--- config.mk ---
export PLATFORM = sky130hd
export DESIGN_NAME = splitmix64_bounded_rng
export DESIGN_NICKNAME = d
export VERILOG_FILES = /design/src/sv/smbr_pkg.sv /design/src/sv/smbr_divider.sv /design/src/sv/smbr_datapath.sv /design/src/sv/smbr_ctrl.sv /design/src/sv/splitmix64_bounded_rng.sv
export SDC_FILE = /design/constraint.sdc
export NUM_CORES = 2
export LEC_CHECK = 0
export ABC_AREA = 1
export BUFFER_PORTS_ARGS = -buffer_cell sky130_fd_sc_hd__buf_2
export CAP_MARGIN = 20
export CELL_PAD_IN_SITES_DETAIL_PLACEMENT = 1
export CELL_PAD_IN_SITES_GLOBAL_PLACEMENT = 1
export CORE_MARGIN = 1
export CORE_UTILIZATION = 45
export CTS_CLUSTER_DIAMETER = 40
export DETAILED_ROUTE_END_ITERATION = 6
export PLACE_DENSITY_LB_ADDON = 0.15
export SYNTH_ARGS = -nofsm -noshare
export SYNTH_HDL_FRONTEND = slang
export SYNTH_HIERARCHICAL = 1
export SYNTH_SLANG_ARGS = --single-unit
export TNS_END_PERCENT = 1
--- constraint.sdc ---
create_clock -name clk -period 13 [get_ports clk]
set_input_delay 1.3 -clock clk [delete_from_list [all_inputs] [get_ports clk]]
set_output_delay 1.3 -clock clk [all_outputs]
set_load 0.01 [all_outputs]
--- src/sv/smbr_pkg.sv ---
// shared types and constants for the splitmix64 bounded generator
`timescale 1ns / 1ps
package smbr_pkg;
  localparam logic [63:0] GOLDEN_INC = 64'h9E3779B97F4A7C15;
  localparam logic [63:0] MIX_MUL_A  = 64'hBF58476D1CE4E5B9;
  localparam logic [63:0] MIX_MUL_B  = 64'h94D049BB133111EB;
  localparam int unsigned MIX_SH_A = 30;
  localparam int unsigned MIX_SH_B = 27;
  localparam int unsigned MIX_SH_C = 31;

  localparam logic CMD_RAW     = 1'b0;
  localparam logic CMD_BOUNDED = 1'b1;

  typedef enum logic [3:0] {
    ST_IDLE,
    ST_LIMIT,
    ST_LIMIT_WAIT,
    ST_DRAW,
    ST_MUL_A,
    ST_MUL_A_WAIT,
    ST_MUL_B,
    ST_MUL_B_WAIT,
    ST_CHECK,
    ST_MOD_WAIT,
    ST_OUT
  } state_t;

  // datapath commands, one pulse each
  typedef struct packed {
    logic load;
    logic advance;
    logic mul_a;
    logic mul_b;
    logic start_limit;
    logic start_mod;
    logic out_zero;
    logic out_raw;
    logic out_mod;
  } ctrl_t;

  typedef struct packed {
    logic bounded;
    logic bound_zero;
    logic div_done;
    logic mul_done;
    logic draw_ok;
  } stat_t;
endpackage

--- src/sv/smbr_divider.sv ---
// radix-2 restoring 64-bit remainder unit, one bit per cycle
`timescale 1ns / 1ps
module smbr_divider (
  input  logic        clk,
  input  logic        rst_n,
  input  logic        start,
  input  logic [63:0] dividend,
  input  logic [63:0] divisor,
  output logic        done,
  output logic [63:0] remainder
);
  import smbr_pkg::*;
  logic [64:0] rem_r, rem_nxt;
  logic [63:0] quo_r, quo_nxt;
  logic [63:0] div_r;
  logic [6:0]  cnt_r, cnt_nxt;
  logic        busy_r, busy_nxt;
  logic        done_r, done_nxt;
  logic [64:0] trial;
  logic [64:0] shifted;

  always_comb begin
    shifted  = {rem_r[63:0], quo_r[63]};
    trial    = shifted - {1'b0, div_r};
    rem_nxt  = rem_r;
    quo_nxt  = quo_r;
    cnt_nxt  = cnt_r;
    busy_nxt = busy_r;
    done_nxt = 1'b0;
    if (start) begin
      rem_nxt  = '0;
      quo_nxt  = dividend;
      cnt_nxt  = 7'd64;
      busy_nxt = 1'b1;
    end else if (busy_r) begin
      quo_nxt = {quo_r[62:0], 1'b0};
      rem_nxt = trial[64] ? shifted : trial;
      cnt_nxt = cnt_r - 7'd1;
      if (cnt_r == 7'd1) begin
        busy_nxt = 1'b0;
        done_nxt = 1'b1;
      end
    end
  end

  always_ff @(posedge clk) begin
    if (!rst_n) begin
      busy_r <= 1'b0;
      done_r <= 1'b0;
      cnt_r  <= '0;
    end else begin
      busy_r <= busy_nxt;
      done_r <= done_nxt;
      cnt_r  <= cnt_nxt;
    end
    rem_r <= rem_nxt;
    quo_r <= quo_nxt;
    if (start) div_r <= divisor;
  end

  assign done      = done_r;
  assign remainder = rem_r[63:0];
endmodule

--- src/sv/smbr_datapath.sv ---
// generator state, mixing rounds, remainder unit and output register
`timescale 1ns / 1ps
module smbr_datapath (
  input  logic            clk,
  input  logic            rst_n,
  input  logic            cfg_we,
  input  logic [63:0]     cfg_wdata,
  input  logic            in_cmd,
  input  logic [63:0]     in_bound,
  input  smbr_pkg::ctrl_t ctrl,
  output smbr_pkg::stat_t stat,
  output logic [63:0]     out_value
);
  import smbr_pkg::*;
  logic [63:0] state_r;
  logic [63:0] z_r;
  logic [63:0] bound_r;
  logic        cmd_r;
  logic [63:0] limit_r;
  logic [63:0] value_r;
  logic [63:0] z_final;
  logic        div_start;
  logic [63:0] div_dividend;
  logic        div_done;
  logic [63:0] div_rem;
  logic [63:0] mx_r;
  logic [63:0] mk_r;
  logic [63:0] acc_r;
  logic [2:0]  mul_ph_r;
  logic [31:0] mop_a;
  logic [31:0] mop_b;
  logic [63:0] mprod;

  assign z_final = z_r ^ (z_r >> MIX_SH_C);
  assign div_start = ctrl.start_limit | ctrl.start_mod;
  assign div_dividend = ctrl.start_limit ? (64'd0 - bound_r) : z_final;

  // low 64 bits of the product from three 32-bit partial products
  assign mop_a = mul_ph_r[1] ? mx_r[63:32] : mx_r[31:0];
  assign mop_b = mul_ph_r[2] ? mk_r[63:32] : mk_r[31:0];
  assign mprod = 64'(mop_a) * 64'(mop_b);

  smbr_divider u_div (
    .clk       (clk),
    .rst_n     (rst_n),
    .start     (div_start),
    .dividend  (div_dividend),
    .divisor   (bound_r),
    .done      (div_done),
    .remainder (div_rem)
  );

  always_ff @(posedge clk) begin
    if (!rst_n) begin
      mul_ph_r <= '0;
    end else begin
      mul_ph_r <= {mul_ph_r[1:0], ctrl.mul_a | ctrl.mul_b};
    end
  end

  always_ff @(posedge clk) begin
    if (!rst_n) begin
      state_r <= '0;
    end else if (cfg_we) begin
      state_r <= cfg_wdata;
    end else if (ctrl.advance) begin
      state_r <= state_r + GOLDEN_INC;
    end
    if (ctrl.load) begin
      bound_r <= in_bound;
      cmd_r   <= in_cmd;
    end
    if (ctrl.mul_a) begin
      mx_r <= z_r ^ (z_r >> MIX_SH_A);
      mk_r <= MIX_MUL_A;
    end
    if (ctrl.mul_b) begin
      mx_r <= z_r ^ (z_r >> MIX_SH_B);
      mk_r <= MIX_MUL_B;
    end
    if (mul_ph_r[0]) acc_r <= mprod;
    if (mul_ph_r[1]) acc_r[63:32] <= acc_r[63:32] + mprod[31:0];
    if (ctrl.advance) z_r <= state_r + GOLDEN_INC;
    if (mul_ph_r[2]) z_r <= {acc_r[63:32] + mprod[31:0], acc_r[31:0]};
    if (div_done && !ctrl.out_mod) limit_r <= div_rem;
    if (ctrl.out_zero) value_r <= '0;
    if (ctrl.out_raw) value_r <= z_final;
    if (ctrl.out_mod) value_r <= div_rem;
  end

  assign stat.bounded    = cmd_r == CMD_BOUNDED;
  assign stat.bound_zero = bound_r == 64'd0;
  assign stat.div_done   = div_done;
  assign stat.mul_done   = mul_ph_r[2];
  assign stat.draw_ok    = z_final >= limit_r;
  assign out_value       = value_r;
endmodule

--- src/sv/smbr_ctrl.sv ---
// sequencing state machine and stream handshakes
`timescale 1ns / 1ps
module smbr_ctrl (
  input  logic            clk,
  input  logic            rst_n,
  input  logic            in_tvalid,
  output logic            in_tready,
  output logic            out_tvalid,
  input  logic            out_tready,
  input  smbr_pkg::stat_t stat,
  output smbr_pkg::ctrl_t ctrl
);
  import smbr_pkg::*;
  state_t state_r, state_nxt;

  always_ff @(posedge clk) begin
    if (!rst_n) state_r <= ST_IDLE;
    else state_r <= state_nxt;
  end

  always_comb begin
    state_nxt  = state_r;
    ctrl       = '0;
    in_tready  = 1'b0;
    out_tvalid = 1'b0;
    case (state_r)
      ST_IDLE: begin
        in_tready = 1'b1;
        if (in_tvalid) begin
          ctrl.load = 1'b1;
          state_nxt = ST_LIMIT;
        end
      end
      ST_LIMIT: begin
        if (!stat.bounded) begin
          state_nxt = ST_DRAW;
        end else if (stat.bound_zero) begin
          ctrl.out_zero = 1'b1;
          state_nxt = ST_OUT;
        end else begin
          ctrl.start_limit = 1'b1;
          state_nxt = ST_LIMIT_WAIT;
        end
      end
      ST_LIMIT_WAIT: if (stat.div_done) state_nxt = ST_DRAW;
      ST_DRAW: begin
        ctrl.advance = 1'b1;
        state_nxt = ST_MUL_A;
      end
      ST_MUL_A: begin
        ctrl.mul_a = 1'b1;
        state_nxt = ST_MUL_A_WAIT;
      end
      ST_MUL_A_WAIT: if (stat.mul_done) state_nxt = ST_MUL_B;
      ST_MUL_B: begin
        ctrl.mul_b = 1'b1;
        state_nxt = ST_MUL_B_WAIT;
      end
      ST_MUL_B_WAIT: if (stat.mul_done) state_nxt = ST_CHECK;
      ST_CHECK: begin
        if (!stat.bounded) begin
          ctrl.out_raw = 1'b1;
          state_nxt = ST_OUT;
        end else if (stat.draw_ok) begin
          ctrl.start_mod = 1'b1;
          state_nxt = ST_MOD_WAIT;
        end else begin
          state_nxt = ST_DRAW;
        end
      end
      ST_MOD_WAIT: begin
        if (stat.div_done) begin
          ctrl.out_mod = 1'b1;
          state_nxt = ST_OUT;
        end
      end
      ST_OUT: begin
        out_tvalid = 1'b1;
        if (out_tready) state_nxt = ST_IDLE;
      end
      default: state_nxt = ST_IDLE;
    endcase
  end

  a_no_both: assert property (@(posedge clk) disable iff (!rst_n)
    !(in_tready && out_tvalid)) else $error("ready while result pending");
  a_out_hold: assert property (@(posedge clk) disable iff (!rst_n)
    out_tvalid && !out_tready |=> out_tvalid) else $error("result dropped");
  a_mod_ok: assert property (@(posedge clk) disable iff (!rst_n)
    ctrl.start_mod |-> stat.bounded && !stat.bound_zero) else $error("bad mod start");
endmodule

--- src/sv/splitmix64_bounded_rng.sv ---
// top level of the splitmix64 generator with bounded draws
// One item at a time; the input is ready again in the cycle after the result is
// taken. Each draw runs two 64-bit multiplies, each built from three 32-bit
// partial products. A bounded draw with a nonzero bound makes two passes of
// the shared bit-serial remainder unit, and draws again for each rejected
// value. A zero bound returns 0 without a remainder pass. Writing the seed
// also loads the running state; write it only while no item is in flight.
`timescale 1ns / 1ps
module splitmix64_bounded_rng (
  input  logic         clk,
  input  logic         rst_n,
  input  logic         cfg_we,
  input  logic [63:0]  cfg_wdata,
  input  logic         in_tvalid,
  output logic         in_tready,
  input  logic [63:0]  in_tdata,   // upper_bound
  input  logic         in_tuser,   // cmd
  output logic         out_tvalid,
  input  logic         out_tready,
  output logic [63:0]  out_tdata   // value
);
  import smbr_pkg::*;
  ctrl_t ctrl;
  stat_t stat;

  smbr_ctrl u_ctrl (
    .clk        (clk),
    .rst_n      (rst_n),
    .in_tvalid  (in_tvalid),
    .in_tready  (in_tready),
    .out_tvalid (out_tvalid),
    .out_tready (out_tready),
    .stat       (stat),
    .ctrl       (ctrl)
  );

  smbr_datapath u_dp (
    .clk       (clk),
    .rst_n     (rst_n),
    .cfg_we    (cfg_we),
    .cfg_wdata (cfg_wdata),
    .in_cmd    (in_tuser),
    .in_bound  (in_tdata),
    .ctrl      (ctrl),
    .stat      (stat),
    .out_value (out_tdata)
  );
endmodule

# Word-level counts from Yosys, hierarchy flattened
# Cells that the tools add are included.
# W data, S select, Z words.
# word_totals
reg_bits	685
input_bits	134
out_inout_bits	66
# classes
addsub	5
multipliers	1
magnitude_cmp	1
n_eq_ne	17
muxes	53
bitwise_logic	7
reduce_logical	13
# ops
cell	n
$mux W64	13
$mux W32	3
$sub A65 B64 Y65	1
$add A64 B64 Y64 const B	1
$ge A64 B64 Y1	1
$logic_not A64 Y1	1
$mul A32 B32 Y64	1
$sub A1 B64 Y64 const A	1
$xor A64 B33 Y64	1
$xor A64 B34 Y64	1
$xor A64 B37 Y64	1
$pmux W4 S11	1
$mux W4	10
$add A32 B32 Y32	1
$mux W1	24
$eq A4 B3 Y1 const B	4
$mux W7	2
$eq A4 B4 Y1 const B	3
$reduce_bool A2 Y1	5
$eq A4 B2 Y1 const B	2
$ne A2 B1 Y1 const B	4
$eq A7 B1 Y1 const B	1
$sub A7 B1 Y7 const B	1
$reduce_and A6 Y1	1
other kinds (10)	13

# Logic depth before layout (Yosys ltp)
# logic_depth
ltp_word	7
mapped_depth	44
mapped_depth_nobuf	41

# Modules after synthesis
# Netlist, hierarchy kept.
# by_module_without_submodules
module	instances	cells_per_inst	area_per_inst_um2	seq_area_each_um2
smbr_datapath	1	6736	56898.3	12942.4
smbr_divider	1	2292	14527.7	5305.1
smbr_ctrl	1	86	457.9	80.1

# Worst setup path before layout
# OpenSTA, ideal clock, no wires.
# synth_timing
path_type	register -> register
from	register u_dp.mul_ph_r[1]
to	register u_dp.acc_r[62] (data pin)
t_arrival_ns	8.030
t_required_ns	12.746
setup_slack_ns	4.716
stages_incl_launch_ff	42
path_buffers	3
period_less_slack_ns	8.284
path_cell_list	dfxtp_1 > clkbuf_1 > inv_1 > clkbuf_1 > or2_2 > o21ai_0 > buf_2 > nor2_1 > fa_1 > fa_1 > fa_1 > inv_1 > fa_1 > inv_1 > fa_1 > inv_1 > fa_1 > inv_1 > [6 not listed] > nor2_1 > nand2_1 > nor2_1 > nand2_1 > nand3_1 > xor2_1 > ha_1 > nand2_1 > inv_1 > nand3_1 > inv_1 > a21oi_1 > nand2_1 > a21oi_1 > nand2_1 > or2_2 > nand3_1 > nand2_1
# synth_between
elab_chain_cells	4
elab_cells_between_ends	5
classes_between	add/sub (1); mul (1); mux (3)
# synth_lines
item	line	text
from (decl)	smbr_datapath.sv:29	logic [2:0] mul_ph_r;
from (signal assigned)	smbr_datapath.sv:57	mul_ph_r <= {mul_ph_r[1:0], ctrl.mul_a | ctrl.mul_b};
$mux W32	smbr_datapath.sv:39	assign mop_a = mul_ph_r[1] ? mx_r[63:32] : mx_r[31:0];
$mul A32 B32 Y64	smbr_datapath.sv:41	assign mprod = 64'(mop_a) * 64'(mop_b);
named net u_dp.mprod[27]	smbr_datapath.sv:32	logic [63:0] mprod;
$add A32 B32 Y32	smbr_datapath.sv:82	if (mul_ph_r[1]) acc_r[63:32] <= acc_r[63:32] + mprod[31:0];
$mux W32	smbr_datapath.sv:82	
to (signal assigned)	smbr_datapath.sv:81	if (mul_ph_r[0]) acc_r <= mprod;
to (signal assigned)	smbr_datapath.sv:82	
to (decl)	smbr_datapath.sv:28	logic [63:0] acc_r;
# The timed path passes the listed nets, and every way through them passes these cells. The select of a mux whose other input is x is not followed.
# A chain may end at the register's enable or synchronous reset.

# Worst setup path after layout
# layout_timing
from	register u_dp.mul_ph_r[2]
to	register u_dp.acc_r[62] (data pin)
# layout_between
elab_chain_cells	4
elab_cells_between_ends	5
classes_between	add/sub (1); mul (1); mux (3)
# layout_lines
item	line	text
$mux W32	smbr_datapath.sv:40	assign mop_b = mul_ph_r[2] ? mk_r[63:32] : mk_r[31:0];
$mul A32 B32 Y64	smbr_datapath.sv:41	
named net u_dp.mprod[17]	smbr_datapath.sv:32	
$add A32 B32 Y32	smbr_datapath.sv:82	
$mux W32	smbr_datapath.sv:82	
# The timed path passes the listed nets, and every way through them passes these cells. The select of a mux whose other input is x is not followed.

==> results.sh <==
export IMPL_status="finished, final reports clean"
export IMPL_synth_area_top_cells="fa_1 (23%), edfxtp_1 (21%), nand2_1 (12%), inv_1 (10%), ha_1 (8.5%)"
export IMPL_max_stage_delay_ns=0.70
export IMPL_place_congestion=1.04
export IMPL_via_per_inst=5.58
export IMPL_clock_latency_ns=0.79
export IMPL_fmax_mhz=91.3
export IMPL_final_setup_viol_count=0
export IMPL_initial_core_util_pct=45.3
export IMPL_final_net_count=10800
export IMPL_synth_edf_count=513
export IMPL_cts_buffer_depth=3
export IMPL_synth_most_common_cell="nand2_1"
export IMPL_fill_cells=19400
export IMPL_overflow=0
export IMPL_hold_buffers=0
export IMPL_hold_ws_ns=0.502
export IMPL_clkTransAtPathRegs_ns=0.05
export IMPL_synth_fp_nets=10600
export IMPL_syn_cell_area_sq_um=71900
export IMPL_tns_ns=0
export IMPL_grt_max_degree=67
export IMPL_synth_area_leader_cell="fa_1"
export IMPL_async_flop_share_pct=0
export IMPL_hpwl_mm=271
export IMPL_final_period_utilization_pct=84.2
export IMPL_cp_start_kind="register"
export IMPL_cp_required_ns=13.50
export IMPL_fin_crit_ns=10.95
export IMPL_worstSetupPathType="reg2reg"
export IMPL_yosysUniqueCellTypes=58
export IMPL_cts_buffers_inserted=135
export IMPL_num_rows=146
export IMPL_core_sq_um=159000
export IMPL_drv_slew=0
export IMPL_post_cts_resized=0
export IMPL_skew_ns=0.0427
export IMPL_slew_headroom_pct=19.3
export IMPL_io_buffers=199
export IMPL_hold_viol_final=0
export IMPL_io_pins=200
export IMPL_crit_slowest_cell="dfxtp_4"
export IMPL_tightest_slew_ns=1.20
export IMPL_first_iter_violations=6132
export IMPL_wl_mm=321
export IMPL_syn_inst=9114
export IMPL_synth_top_area_share_pct=23.1
export IMPL_synth_area_per_cell_sq_um=7.89
export IMPL_grt_setup_unrepaired="no"
export IMPL_drive_above_1_share_pct=7.57
export IMPL_synth_warning_count=6
export IMPL_post_cts_buffers=0
export IMPL_postRouteAntennaNets=0
export IMPL_drc=0
export IMPL_die_area_sq_um=161000
export IMPL_die_h_um=402
export IMPL_firstDrtPassIters=6
export IMPL_synth_common_cells="nand2_1 (2281), inv_1 (1980), nor2_1 (876)"
export IMPL_ys_ff_latch=659
export IMPL_cts_root_buf="clkbuf_16"
export IMPL_fin_util_pct=50.5
export IMPL_grt_first_pass_wirelength_mm=466
export IMPL_vias=64400
export IMPL_hold_path_class="reg2reg"
export IMPL_cts_tree="done"
export IMPL_cts_num_sinks=659
export IMPL_track_usage_pct=40.0
export IMPL_endpoint_kind="register"
export IMPL_critPathMostFrequentCell="inv_1"
export IMPL_dieWidth_um=402
export IMPL_syn_to_final_growth_pct=11.3
export IMPL_synth_ff_type="edfxtp_1"
export IMPL_crit_path_max_fanout=37
export IMPL_antenna_found_initial=10
export IMPL_ys_seq_area_share_pct=25.5
export IMPL_grt_pass1_vias=68200
export IMPL_arrival_ns=11.45
export IMPL_cts_max_level=4
export IMPL_reg2reg_setup_slack_ns=2.05
export IMPL_routedWlPerCell_um=27.8
export IMPL_cap_violations=0
through the flow:
| stage | setup slack (ns) | area (sq um) | std cells |
|---|---|---|---|
| 2_1_floorplan | 4.72 | 71900 | 9114 |
| 3_3_place_gp | 1.84 | 75400 | 11300 |
| 3_5_place_dp | 2.20 | 75400 | 11300 |
| 4_1_cts | 2.17 | 80000 | 11500 |
| 5_1_grt | 1.66 | 80000 | 11500 |
| 6_report | 2.05 | 80000 | 11500 |
area by class of cell:
cell class	count	area, sq um	share of cell area, %
Clock inverter	87	903	1.13
Clock buffer	161	3630	4.54
Sequential cell	659	18300	22.9
Multi-Input combinational cell	6256	45300	56.6
Inverter	1996	7490	9.37
Antenna cell	10	25.0	0.0313
Tap cell	2072	2590	3.24
Timing Repair Buffer	300	1760	2.20
cells in the final DEF (no fill, tap or decap), drive strengths merged, types with 30 or more instances in the layout:
cell    Yosys  routed
o21ai     350     350
ha        489     489
or2        53      53
dfxtp     146     146
nand3     478     478
edfxtp    513     513
nand4      64      64
buf        79     300
xor2      121     121
nor3       84      84
clkinv      2      41
clkbuf    122     161
inv      1994    2019
fa        831     831
a22oi      39      39
nand3b     30      30
xnor2      83      83
nor2      903     903
a21oi     276     276
nand2    2337    2337
sequential cells by signal, indices dropped and copies added, names as in the netlist:
name	count
u_dp/u_div/busy_r	1
u_dp/u_div/quo_r	64
u_dp/state_r	64
u_dp/acc_r	64
u_ctrl/state_r	4
u_dp/u_div/cnt_r	7
u_dp/bound_r	64
u_dp/limit_r	64
u_dp/u_div/done	1
u_dp/out_value	64
u_dp/mx_r	64
u_dp/cmd_r	1
u_dp/mk_r	2
u_dp/mul_ph_r	3
u_dp/u_div/div_r	64
u_dp/u_div/rem_r	64
u_dp/z_r	64
critical path: cells and delay by family (launching register included):
kind                       cells  cell delay [ns]
AOI/OAI and AO/OA              4             0.98
buffers and inverters          9             1.03
adders and majority gates     10             4.62
xor gates and xnor gates       1             0.61
DFF                            1             0.70
and+or+nand+nor               11             2.62
path summary, 6_finish.rpt:
kind                                                         end                             start  cells past startpoint
worst max-delay path                    u_dp/acc_r[62]$_DFFE_PP_       u_dp/mul_ph_r[2]$_SDFF_PN0_                     35
worst max register to register          u_dp/acc_r[62]$_DFFE_PP_       u_dp/mul_ph_r[2]$_SDFF_PN0_                     35
worst min-delay path            u_dp/u_div/cnt_r[0]$_SDFFE_PP0P_  u_dp/u_div/cnt_r[0]$_SDFFE_PP0P_                      2
worst min register to register  u_dp/u_div/cnt_r[0]$_SDFFE_PP0P_  u_dp/u_div/cnt_r[0]$_SDFFE_PP0P_                      2
kinds of logic after synthesis:
logic type	count (synthesis)	synth area share, %
flops	659	25.5
simple gates	3977	23.0
fa+ha+maj	1320	31.7
buf+inv	2199	11.7
xor+xnor	204	2.49
compound gates	755	5.70
metal layers:
| layer | wire, um | GRT usage, % | up-vias | share of wire (%) |
|---|---|---|---|---|
| met5 | 0 | 0 | - | 0 |
| met4 | 21400 | 22.4 | 0 | 6.7 |
| met3 | 24300 | 7.42 | 729 | 7.6 |
| met2 | 149000 | 65.0 | 2654 | 46 |
| met1 | 126000 | 50.1 | 32500 | 39 |
| li1 | - | - | 28500 | - |
Power is left out: the tool's default activity adds up to more than one toggle a clock period on the data nets, which glitch-free logic cannot reach.
